==> src/design/dpmw_pkg.sv <==
// Shared widths, reset values and register codes for the pulse meter window block.
`default_nettype none
package dpmw_pkg;

    localparam int TOTAL_W  = 32;
    localparam int DELTA_W  = 16;
    localparam int TICK_W   = 21;
    localparam int DEB_W    = 20;
    localparam int MULT_W   = 12;
    localparam int FLOW_W   = 28;
    localparam int SUM_W    = 22;
    localparam int APB_DW   = 32;
    localparam int APB_AW   = 3;

    localparam int IN_DW    = 40;
    localparam int IN_UW    = 1;
    localparam int OUT_DW   = 88;

    localparam logic [DEB_W-1:0]  DEBOUNCE_RST = DEB_W'(60000);
    localparam logic [MULT_W-1:0] MULT_RST     = MULT_W'(60);
    localparam logic [TICK_W-1:0] TICK_MAX     = {TICK_W{1'b1}};
    localparam logic [DELTA_W-1:0] DELTA_MAX   = {DELTA_W{1'b1}};

    // Register index, taken from paddr[2]
    localparam logic REG_DEBOUNCE = 1'b0;
    localparam logic REG_FLOW     = 1'b1;

    typedef logic [DELTA_W-1:0] t_delta;
    typedef logic [TOTAL_W-1:0] t_total;

endpackage
`default_nettype wire

==> src/design/debounced_pulse_meter_window_top.sv <==
// Top level of the debounced pulse meter with interval flow and window sum.
//
// Each input word is one time tick and the block takes one word per clock while
// the result side keeps up. A tick may load the total (tuser), flag a meter
// pulse edge and flag the end of a publish interval; a publish tick yields one
// result word via registers r_pub, r_s2, r_s3 and r_out holding the total, the interval
// delta times the flow multiplier, and the sum of the last WINDOW deltas. The debounce
// counter, pending flag and total update together on each accepted tick, which sets
// the rate of one word per cycle unless stalled; the delta, multiply and window stages
// follow behind it as a short pipeline. The window is a row of WINDOW delta cells that
// shift one place on every publish, the oldest delta leaving the running sum as the
// newest enters. While a result sits in the output register and the sink is not ready,
// the whole pipeline holds and s_axis_tready drops. Reset clears all cells, so
// no clearing pass is needed. Configuration goes through the APB port at byte
// address 0 (debounce ticks) and 4 (flow multiplier); write only while idle.
`default_nettype none
module debounced_pulse_meter_window_top
    import dpmw_pkg::*;
#(
    parameter int WINDOW = 60
)
(
    input  wire                 i_clk,
    input  wire                 i_rst_n,
    // APB configuration
    input  wire                 psel,
    input  wire                 penable,
    input  wire                 pwrite,
    input  wire  [APB_AW-1:0]   paddr,
    input  wire  [APB_DW-1:0]   pwdata,
    output logic [APB_DW-1:0]   prdata,
    output logic                pready,
    // Tick stream in
    input  wire                 s_axis_tvalid,
    output logic                s_axis_tready,
    // [0] pulse_edge, [1] publish_tick, [33:2] load_value, [39:34] zero
    input  wire  [IN_DW-1:0]    s_axis_tdata,
    // [0] load_total
    input  wire  [IN_UW-1:0]    s_axis_tuser,
    // Result stream out
    output logic                m_axis_tvalid,
    input  wire                 m_axis_tready,
    // [31:0] total_pulses, [59:32] flow_pulses, [81:60] window_pulses, [87:82] zero
    output logic [OUT_DW-1:0]   m_axis_tdata
);

    // Configuration registers
    logic [DEB_W-1:0]  r_debounce;
    logic [MULT_W-1:0] r_mult;
    logic              w_cfg_wr;

    assign pready   = 1'b1;
    assign w_cfg_wr = psel && penable && pwrite;

    always_ff @(posedge i_clk) begin
        if (!i_rst_n) begin
            r_debounce <= DEBOUNCE_RST;
            r_mult     <= MULT_RST;
        end else if (w_cfg_wr) begin
            case (paddr[2])
                REG_DEBOUNCE: r_debounce <= pwdata[DEB_W-1:0];
                REG_FLOW:     r_mult     <= pwdata[MULT_W-1:0];
                default: ;
            endcase
        end
    end

    always_comb begin
        case (paddr[2])
            REG_DEBOUNCE: prdata = APB_DW'(r_debounce);
            REG_FLOW:     prdata = APB_DW'(r_mult);
            default:      prdata = '0;
        endcase
    end

    // Advance the whole pipeline unless a result waits on a stalled sink
    logic r_out_valid;
    logic w_adv;
    logic w_accept;

    assign w_adv         = !r_out_valid || m_axis_tready;
    assign s_axis_tready = w_adv;
    assign w_accept      = s_axis_tvalid && w_adv;

    // Stage 1: debounce and total
    logic   w_pub;
    t_total w_total;

    dpmw_debounce u_debounce (
        .i_clk            (i_clk),
        .i_rst_n          (i_rst_n),
        .i_adv            (w_adv),
        .i_accept         (w_accept),
        .i_pulse_edge     (s_axis_tdata[0]),
        .i_publish_tick   (s_axis_tdata[1]),
        .i_load_total     (s_axis_tuser[0]),
        .i_load_value     (s_axis_tdata[TOTAL_W+1:2]),
        .i_debounce_ticks (r_debounce),
        .o_pub            (w_pub),
        .o_total          (w_total)
    );

    // Stage 2: interval delta, saturated
    t_total r_prev;
    logic   r_s2_valid;
    t_total r_s2_total;
    t_delta r_s2_delta;
    t_total w_diff;
    t_delta w_delta;

    assign w_diff  = w_total - r_prev;
    assign w_delta = (|w_diff[TOTAL_W-1:DELTA_W]) ? DELTA_MAX : w_diff[DELTA_W-1:0];

    always_ff @(posedge i_clk) begin
        if (!i_rst_n) begin
            r_s2_valid <= 1'b0;
            r_prev     <= '0;
        end else if (w_adv) begin
            r_s2_valid <= w_pub;
            if (w_pub) begin
                r_prev <= w_total;
            end
        end
    end

    always_ff @(posedge i_clk) begin
        if (w_adv && w_pub) begin
            r_s2_total <= w_total;
            r_s2_delta <= w_delta;
        end
    end

    // Stage 3: flow product and window shift; 16 x 12 bits never exceeds 28 bits
    logic              r_s3_valid;
    t_total            r_s3_total;
    logic [FLOW_W-1:0] r_s3_flow;
    logic [SUM_W-1:0]  w_sum;
    logic              w_shift;

    assign w_shift = w_adv && r_s2_valid;

    dpmw_window #(
        .WINDOW (WINDOW)
    ) u_window (
        .i_clk   (i_clk),
        .i_rst_n (i_rst_n),
        .i_shift (w_shift),
        .i_delta (r_s2_delta),
        .o_sum   (w_sum)
    );

    always_ff @(posedge i_clk) begin
        if (!i_rst_n) begin
            r_s3_valid <= 1'b0;
        end else if (w_adv) begin
            r_s3_valid <= r_s2_valid;
        end
    end

    always_ff @(posedge i_clk) begin
        if (w_shift) begin
            r_s3_total <= r_s2_total;
            r_s3_flow  <= FLOW_W'(r_s2_delta) * FLOW_W'(r_mult);
        end
    end

    // Output register
    t_total            r_out_total;
    logic [FLOW_W-1:0] r_out_flow;
    logic [SUM_W-1:0]  r_out_sum;

    always_ff @(posedge i_clk) begin
        if (!i_rst_n) begin
            r_out_valid <= 1'b0;
        end else if (w_adv) begin
            r_out_valid <= r_s3_valid;
        end
    end

    always_ff @(posedge i_clk) begin
        if (w_adv && r_s3_valid) begin
            r_out_total <= r_s3_total;
            r_out_flow  <= r_s3_flow;
            r_out_sum   <= w_sum;
        end
    end

    assign m_axis_tvalid = r_out_valid;
    assign m_axis_tdata  = {{(OUT_DW - TOTAL_W - FLOW_W - SUM_W){1'b0}},
                            r_out_sum, r_out_flow, r_out_total};

endmodule
`default_nettype wire

==> src/design/dpmw_cell.sv <==
// One cell of the delta shift line: holds one interval delta.
`default_nettype none
module dpmw_cell
    import dpmw_pkg::*;
(
    input  wire    i_clk,
    input  wire    i_rst_n,
    input  wire    i_shift,
    input  t_delta i_delta,
    output t_delta o_delta
);

    t_delta r_delta;

    always_ff @(posedge i_clk) begin
        if (!i_rst_n) begin
            r_delta <= '0;
        end else if (i_shift) begin
            r_delta <= i_delta;
        end
    end

    assign o_delta = r_delta;

endmodule
`default_nettype wire

==> src/design/dpmw_debounce.sv <==
// Per-tick pulse debounce and total update.
`default_nettype none
module dpmw_debounce
    import dpmw_pkg::*;
(
    input  wire               i_clk,
    input  wire               i_rst_n,
    input  wire               i_adv,
    input  wire               i_accept,
    input  wire               i_pulse_edge,
    input  wire               i_publish_tick,
    input  wire               i_load_total,
    input  t_total            i_load_value,
    input  wire [DEB_W-1:0]   i_debounce_ticks,
    output logic              o_pub,
    output t_total            o_total
);

    t_total              r_total;
    logic                r_pending;
    logic [TICK_W-1:0]   r_ticks;
    logic                r_any;
    logic                r_pub;

    t_total              w_total_ld;
    logic [TICK_W-1:0]   w_ticks_inc;
    logic                w_pend;
    logic                w_take;

    always_comb begin
        w_total_ld  = i_load_total ? i_load_value : r_total;
        w_ticks_inc = (r_ticks == TICK_MAX) ? r_ticks : r_ticks + TICK_W'(1);
        w_pend      = r_pending | i_pulse_edge;
        w_take      = w_pend && (!r_any || (w_ticks_inc > {1'b0, i_debounce_ticks}));
    end

    always_ff @(posedge i_clk) begin
        if (!i_rst_n) begin
            r_total   <= '0;
            r_pending <= 1'b0;
            r_ticks   <= '0;
            r_any     <= 1'b0;
            r_pub     <= 1'b0;
        end else begin
            if (i_adv) begin
                r_pub <= i_accept && i_publish_tick;
            end
            if (i_accept) begin
                if (w_take) begin
                    r_total   <= w_total_ld + TOTAL_W'(1);
                    r_pending <= 1'b0;
                    r_any     <= 1'b1;
                    r_ticks   <= '0;
                end else begin
                    r_total   <= w_total_ld;
                    r_pending <= w_pend;
                    r_ticks   <= w_ticks_inc;
                end
            end
        end
    end

    assign o_pub   = r_pub;
    assign o_total = r_total;

endmodule
`default_nettype wire

==> src/design/dpmw_window.sv <==
// Chain of delta cells with a running sum over the window.
`default_nettype none
module dpmw_window
    import dpmw_pkg::*;
#(
    parameter int WINDOW = 60
)
(
    input  wire               i_clk,
    input  wire               i_rst_n,
    input  wire               i_shift,
    input  t_delta            i_delta,
    output logic [SUM_W-1:0]  o_sum
);

    t_delta            w_tap [WINDOW+1];
    logic [SUM_W-1:0]  r_sum;
    logic [SUM_W-1:0]  n_sum;

    assign w_tap[0] = i_delta;

    genvar g;
    generate
        for (g = 0; g < WINDOW; g++) begin : g_cell
            dpmw_cell u_cell (
                .i_clk   (i_clk),
                .i_rst_n (i_rst_n),
                .i_shift (i_shift),
                .i_delta (w_tap[g]),
                .o_delta (w_tap[g+1])
            );
        end
    endgenerate

    // Drop the oldest delta, add the newest
    assign n_sum = r_sum - SUM_W'(w_tap[WINDOW]) + SUM_W'(i_delta);

    always_ff @(posedge i_clk) begin
        if (!i_rst_n) begin
            r_sum <= '0;
        end else if (i_shift) begin
            r_sum <= n_sum;
        end
    end

    assign o_sum = r_sum;

endmodule
`default_nettype wire
==> config.mk <==
export PLATFORM = sky130hd
export DESIGN_NAME = debounced_pulse_meter_window_top
export DESIGN_NICKNAME = d
export VERILOG_FILES = /design/src/design/dpmw_pkg.sv /design/src/design/debounced_pulse_meter_window_top.sv /design/src/design/dpmw_cell.sv /design/src/design/dpmw_debounce.sv /design/src/design/dpmw_window.sv
export SDC_FILE = /design/constraint.sdc
export NUM_CORES = 2
export LEC_CHECK = 0
export ABC_CLOCK_PERIOD_IN_PS = 14400
export BUFFER_PORTS_ARGS = -buffer_cell sky130_fd_sc_hd__buf_2
export CAP_MARGIN = 15
export CELL_PAD_IN_SITES_DETAIL_PLACEMENT = 0
export CELL_PAD_IN_SITES_GLOBAL_PLACEMENT = 1
export CORE_ASPECT_RATIO = 0.6
export CORE_MARGIN = 8
export CORE_UTILIZATION = 51
export CTS_CLUSTER_SIZE = 20
export DETAILED_ROUTE_END_ITERATION = 16
export GPL_TIMING_DRIVEN = 0
export HOLD_SLACK_MARGIN = 0.03
export MAX_ROUTING_LAYER = met4
export PLACE_DENSITY_LB_ADDON = 0.05
export SLEW_MARGIN = 15
export SYNTH_ARGS = -nofsm -noshare
export SYNTH_HDL_FRONTEND = slang
export SYNTH_SLANG_ARGS = --single-unit
==> constraint.sdc <==
create_clock -name i_clk -period 14.4 [get_ports i_clk]
set_input_delay 0.72 -clock i_clk [delete_from_list [all_inputs] [get_ports i_clk]]
set_output_delay 0.72 -clock i_clk [all_outputs]
set_load 0.02 [all_outputs]
==> Yosys cells after proc, flatten, opt, wreduce, memory -nomap -nowiden <==
Cells that the tools add are included.
{ "totals": {"input_bits": 83, "regBits": 1295, "elab_cells": 112, "output_inout_bits": 123} }
{ "op_classes": {"n_bitwise": 2, "reduce_logical": 17, "eq_ne": 1, "muxes": 6, "multipliers": 1, "n_addsub": 5, "n_lt_le_gt_ge": 1} }
{ "ops": {"columns": ["operator", "n"], "rows": [
  ["32-bit two-way mux", 2],
  ["32-bit one-hot mux with 2 select lines", 1],
  ["21-bit two-way mux", 2],
  ["32-bit by 1-bit adder with 32-bit output, second input constant", 1],
  ["32-bit subtractor", 1],
  ["16-bit by 12-bit multiplier with 28-bit output", 1],
  ["22-bit by 16-bit adder with 22-bit output", 1],
  ["22-bit by 16-bit subtractor with 22-bit output", 1],
  ["21-bit by 1-bit adder with 21-bit output, second input constant", 1],
  ["21-bit == test, second input constant", 1],
  ["21-bit by 20-bit > comparator with 1-bit output", 1],
  ["16-bit OR reduction", 1],
  ["1-bit logical AND", 8],
  ["2-bit AND reduction", 4],
  ["1-bit logical NOT", 2],
  ["1-bit logical OR", 2],
  ["1-bit two-way mux", 1],
  ["1-bit inverter", 1],
  ["1-bit OR", 1]
]} }

==> Logic depth before layout (Yosys ltp) <==
{ "depth": {"depth_word": 6, "depth_mapped": 24, "ltp_nobuf": 23} }

==> Hierarchy <==
From an unflattened synthesis, not the netlist that was laid out.
{ "unflattened": {"hier_cells": 5612, "hier_area_um2": 61003.5} }
{ "modules_own_cells": {"columns": ["mod", "cells_each", "area_each_um2", "instances", "seq_area_each_um2"], "rows": [
  ["dpmw_cell", 51, 615.6, 60, 320.3],
  ["debounced_pulse_meter_window_top", 1567, 16613.4, 1, 7046.8],
  ["dpmw_debounce", 661, 4961.0, 1, 1121.1],
  ["dpmw_window", 324, 2493.6, 1, 440.4]
]} }

==> Worst setup path before layout <==
OpenSTA, ideal clock, no wires.
{ "synth_timing": {"path_type": "register to register", "startpoint": "reg r_mult[5]", "endpoint": "reg r_s3_flow[26] (data pin)", "stages_incl_launch_ff": 24, "setup_time_ns": 0.258, "path_buffers": 2, "required_ns": 14.142, "arrival_ns": 5.866, "setup_slack_ns": 8.276, "period_less_slack_ns": 6.124, "path_cell_list": "dfxtp_1 clkbuf_1 clkbuf_1 nand2_1 fa_1 fa_1 inv_1 fa_1 fa_1 inv_1 fa_1 inv_1 ha_1 and2_1 or2_2 a31o_2 a31oi_1 o21ai_0 or4_1 nand3_1 a31oi_1 a21o_1 a21oi_1 xnor2_1"} }
{ "synth_between": {"elab_chain_len": 1} }
{ "synth_lines": {"columns": ["item", "line_no", "text"], "rows": [
  ["from (decl)", "debounced_pulse_meter_window_top.sv:49", "logic [MULT_W-1:0] r_mult;"],
  ["from (signal assigned)", "debounced_pulse_meter_window_top.sv:62", "REG_FLOW: r_mult <= pwdata[MULT_W-1:0];"],
  ["16-bit by 12-bit multiplier with 28-bit output", "debounced_pulse_meter_window_top.sv:163", "r_s3_flow <= FLOW_W'(r_s2_delta) * FLOW_W'(r_mult);"],
  ["to (signal assigned)", "debounced_pulse_meter_window_top.sv:163", null],
  ["to (decl)", "debounced_pulse_meter_window_top.sv:136", "logic [FLOW_W-1:0] r_s3_flow;"]
]} }
Every way passes these cells.
A chain may end at the register's enable or synchronous reset.

==> Worst setup path after layout <==
{ "layout_timing": {"startpoint": "reg r_mult[6]", "endpoint": "reg r_s3_flow[26] (data pin)"} }
The elaborated chain is that of the path after synthesis.

==> impl_metrics.tcl <==
set metrics [dict create \
    status "finished clean" \
    pwr-share-comb_pct 12.3 \
    dp_hpwl_mm 108 \
    top_layer_used "met4" \
    synth_edf_count 190 \
    cts_tree "done" \
    cp.required_ns 14.90 \
    min-delay-path-class "input port to register" \
    overflow 0 \
    r2r_slack_ns 6.85 \
    p_total_uw 7910 \
    p_sw_share_pct 25.8 \
    fin_nets 7329 \
    die_w_um 442 \
    leakagePower_uw 0.0225 \
    post_cts_buffers 0 \
    synth_top_family_by_area "simple AND/OR/NAND/NOR gates" \
    avgSynthCellArea_um2 8.36 \
    rows 93 \
    wire_per_inst_um 16.9 \
    synth_compound_area_share_pct 14.1 \
    wl_met2_mm 53.3 \
    cts_buffer_depth 3 \
    hold_viol 0 \
    muxShareOfSynthArea_pct 0.525 \
    floorplan.initialDensity_pct 51.6 \
    firstDrtPassIters 5 \
    routed_wl_mm 143 \
    syn_to_final_growth_pct 12.0 \
    internal_power_uw 5870 \
    yosys_warnings 0 \
    tightest_slew_ns 1.25 \
    viasPerCell 5.32 \
    synth_top_cell_by_area "dfxtp_1" \
    grt_max_degree 55 \
    cp-end-kind "register" \
    power_density_nw_per_um2 127 \
    netlist_area_um2 55500 \
    crit_type "register to register" \
    maxCapViolCount 0 \
    ios 206 \
    critical_path_arrival_ns 8.05 \
    yosys-top-cells-area "dfxtp_1 (40%), nand2_1 (16%), edfxtp_1 (10%), a21oi_1 (10%), fa_1 (5.7%)" \
    async_reset_ff_share_pct 0 \
    synth_most_common_cell "nand2_1" \
    relSlewSlack_pct 16.4 \
    min_period_over_period_pct 52.4 \
    cts_resized 0 \
    fin_crit_ns 7.55 \
    synth_xor_area_share_pct 1.26 \
    crit_chain "clkbuf_1 -> nand2_1 -> fa_1 -> inv_1 -> fa_1 -> fa_1 -> fa_1 -> inv_1 -> fa_1 -> inv_1 -> ha_1 -> and2_1 -> or2_2 -> a31o_2 -> a31oi_1 -> o21ai_0 -> or4_1 -> nand3_1 -> a31oi_1 -> a21o_1 -> a21oi_1 -> xnor2_1" \
    numClockSinks 1295 \
    portBuffers 165 \
    fin_tns_setup_ns 0 \
    p_clk_share_pct 40.3 \
    cts_hold_buffers 0 \
    vias 45100 \
    numCtsBuffers 115 \
    p_seq_share_pct 47.4 \
    met1Wirelength_mm 76.3 \
    crit_path_max_fanout 10 \
    cp_slowest_cell "dfxtp_1" \
    rsz0062_at_grt "no" \
    synthCells 6645 \
    grtUsageTotal_pct 23.9 \
    synth_fa_ha_area_share_pct 8.84 \
    wl_met3_mm 10.6 \
    drtIter0Drc 3391 \
    synth_cell_types 93 \
    clock.fmax_mhz 132 \
    grt_pass1_wl_mm 229 \
    clockRootBuffer "clkbuf_16" \
    worstSkewPairLatency_ns 0.74 \
    synth-simple-area-share_pct 19.8 \
    ys_seq_elements 1295 \
    ys_seq_area_share_pct 50.1 \
    switching_power_uw 2040 \
    cts.clk_slew.worst_paths_ns 0.07 \
    drcViolationCount 0 \
    grt_pass1_vias 41900 \
    slew_viol_final 0 \
    synth_top_area_share_pct 39.8 \
    synth_common_cells "nand2_1 (2326), a21oi_1 (1139), dfxtp_1 (1105)" \
    cpPeakStageDelay_ns 0.69 \
    coreArea_um2 108000 \
    gp_congestion 0.921 \
    skew_ns 0.0236 \
    synth_flop_cell "dfxtp_1" \
    startpoint_type "register" \
    dieHeight_um 272 \
    setup-violations-final 0 \
    dieArea_um2 120000 \
    path_common_cell "fa_1" \
    htreeDepth 3 \
    ant_nets 0 \
    ir_worst_vdd_uv 123 \
    post_route_cells_drive_above_1_share_pct 6.23 \
    antenna_found_initial 8 \
]
area by class of cell:
| type | count | area (um^2) |
|---|---|---|
| repair buffers | 169 | 921 |
| clock buffers | 157 | 3340 |
| diodes | 3 | 7.51 |
| inverters | 321 | 1200 |
| flip-flops and latches | 1295 | 27800 |
| clock inverters | 56 | 556 |
| multi-input cells | 4595 | 24800 |
| plain buffers | 451 | 1790 |
| fillers | 9994 | 45400 |
| well taps | 1425 | 1780 |
cell usage in the layout (no fill, tap or decap), types with 8 or more instances in the layout:
master and n:
nor2_1 99, a211oi_1 16, a21o_1 37, buf_1 31, clkbuf_1 407, a21oi_1 1139
clkbuf_16 122, o21ai_0 101, and2_1 77, nand3b_1 12, nor3_1 15, inv_1 320
nand3_1 73, buf_4 20, nor3b_1 10, nand2_1 2326, a31oi_1 36, xnor2_1 55
mux2_2 8, clkinv_2 30, edfxtp_1 190, and3_1 20, nand2_2 10, dfxtp_1 1105
buf_2 171, o211ai_1 13, nor2b_1 13, clkbuf_8 16, mux2i_1 19, nand4_1 20
o21a_1 13, o21bai_1 11, fa_1 157, conb_1 19, ha_1 141, xor2_1 25
bufinv_16 8, nand2b_1 17
power by group through the flow:
stage	clock network, uW	logic, uW	registers, uW
floorplan	0	718	3820
global placement	0	949	3830
detailed placement	0	958	3830
CTS	3260	966	3750
global route	3400	1090	3750
finish	3190	972	3750
per-stage QoR:
stage	area (um^2)	util, %	worst slack, ns	cells	hold WS [ns]
3_5_place_dp	58300	54.2	6.99	8256	0.405
6_report	62200	57.8	6.85	8472	0.212
4_1_cts	62200	57.8	6.95	8469	0.163
5_1_grt	62200	57.8	6.52	8472	0.191
3_3_place_gp	58200	54.1	7.00	8252	0.402
2_1_floorplan	55600	-	8.28	6662	0.400
critical path, delay by kind of cell (launching register included):
kind / cells / cell delay, ns
xor gates and xnor gates: 1 / 0.25
buffers and inverters: 4 / 0.82
and+or+nand+nor: 5 / 1.26
AOI/OAI and AO/OA: 6 / 1.32
adders and majority gates: 6 / 2.95
DFF: 1 / 0.69
metal layers:
metal / GRT usage (%) / vias up
met1: 37.7 / 21500
met3: 5.38 / 204
li1: - / 22200
met5: - / -
met2: 30.5 / 1114
met4: 4.86 / 0
flip-flops by register name, indices dropped and copies added, names as in the netlist:
signal,cells
r_s3_total,32
u_debounce.r_pending,1
u_debounce.r_ticks,21
m_axis_tvalid,1
r_prev,32
r_s3_flow,28
u_debounce.o_total,32
r_s2_delta,16
r_s2_valid,1
u_debounce.r_any,1
u_debounce.o_pub,1
r_out_total,32
r_mult,12
r_out_sum,22
r_out_flow,28
r_debounce,20
u_window.g_cell.u_cell.o_delta,960
u_window.o_sum,22
r_s2_total,32
r_s3_valid,1
path summary, 6_finish.rpt:
check,endpoint,startpoint,cells past startpoint
max,r_s3_flow[26]$_DFFE_PP_,r_mult[6]$_SDFFE_PN0P_,22
min,r_debounce[15]$_SDFFE_PN1P_,pwdata[15],3
max reg2reg,r_s3_flow[26]$_DFFE_PP_,r_mult[6]$_SDFFE_PN0P_,22
min reg2reg,r_s3_total[6]$_DFFE_PP_,r_s2_total[6]$_DFFE_PP_,0
kinds of logic after synthesis:
family / Yosys count
DFF: 1295
and+or+nand+nor: 2729
AOI/OAI and AO/OA: 1441
xor gates and xnor gates: 80
adders and majority gates: 298
muxes: 28
other: 2
buffers and inverters: 772
(Power assumes the default switching activity.)
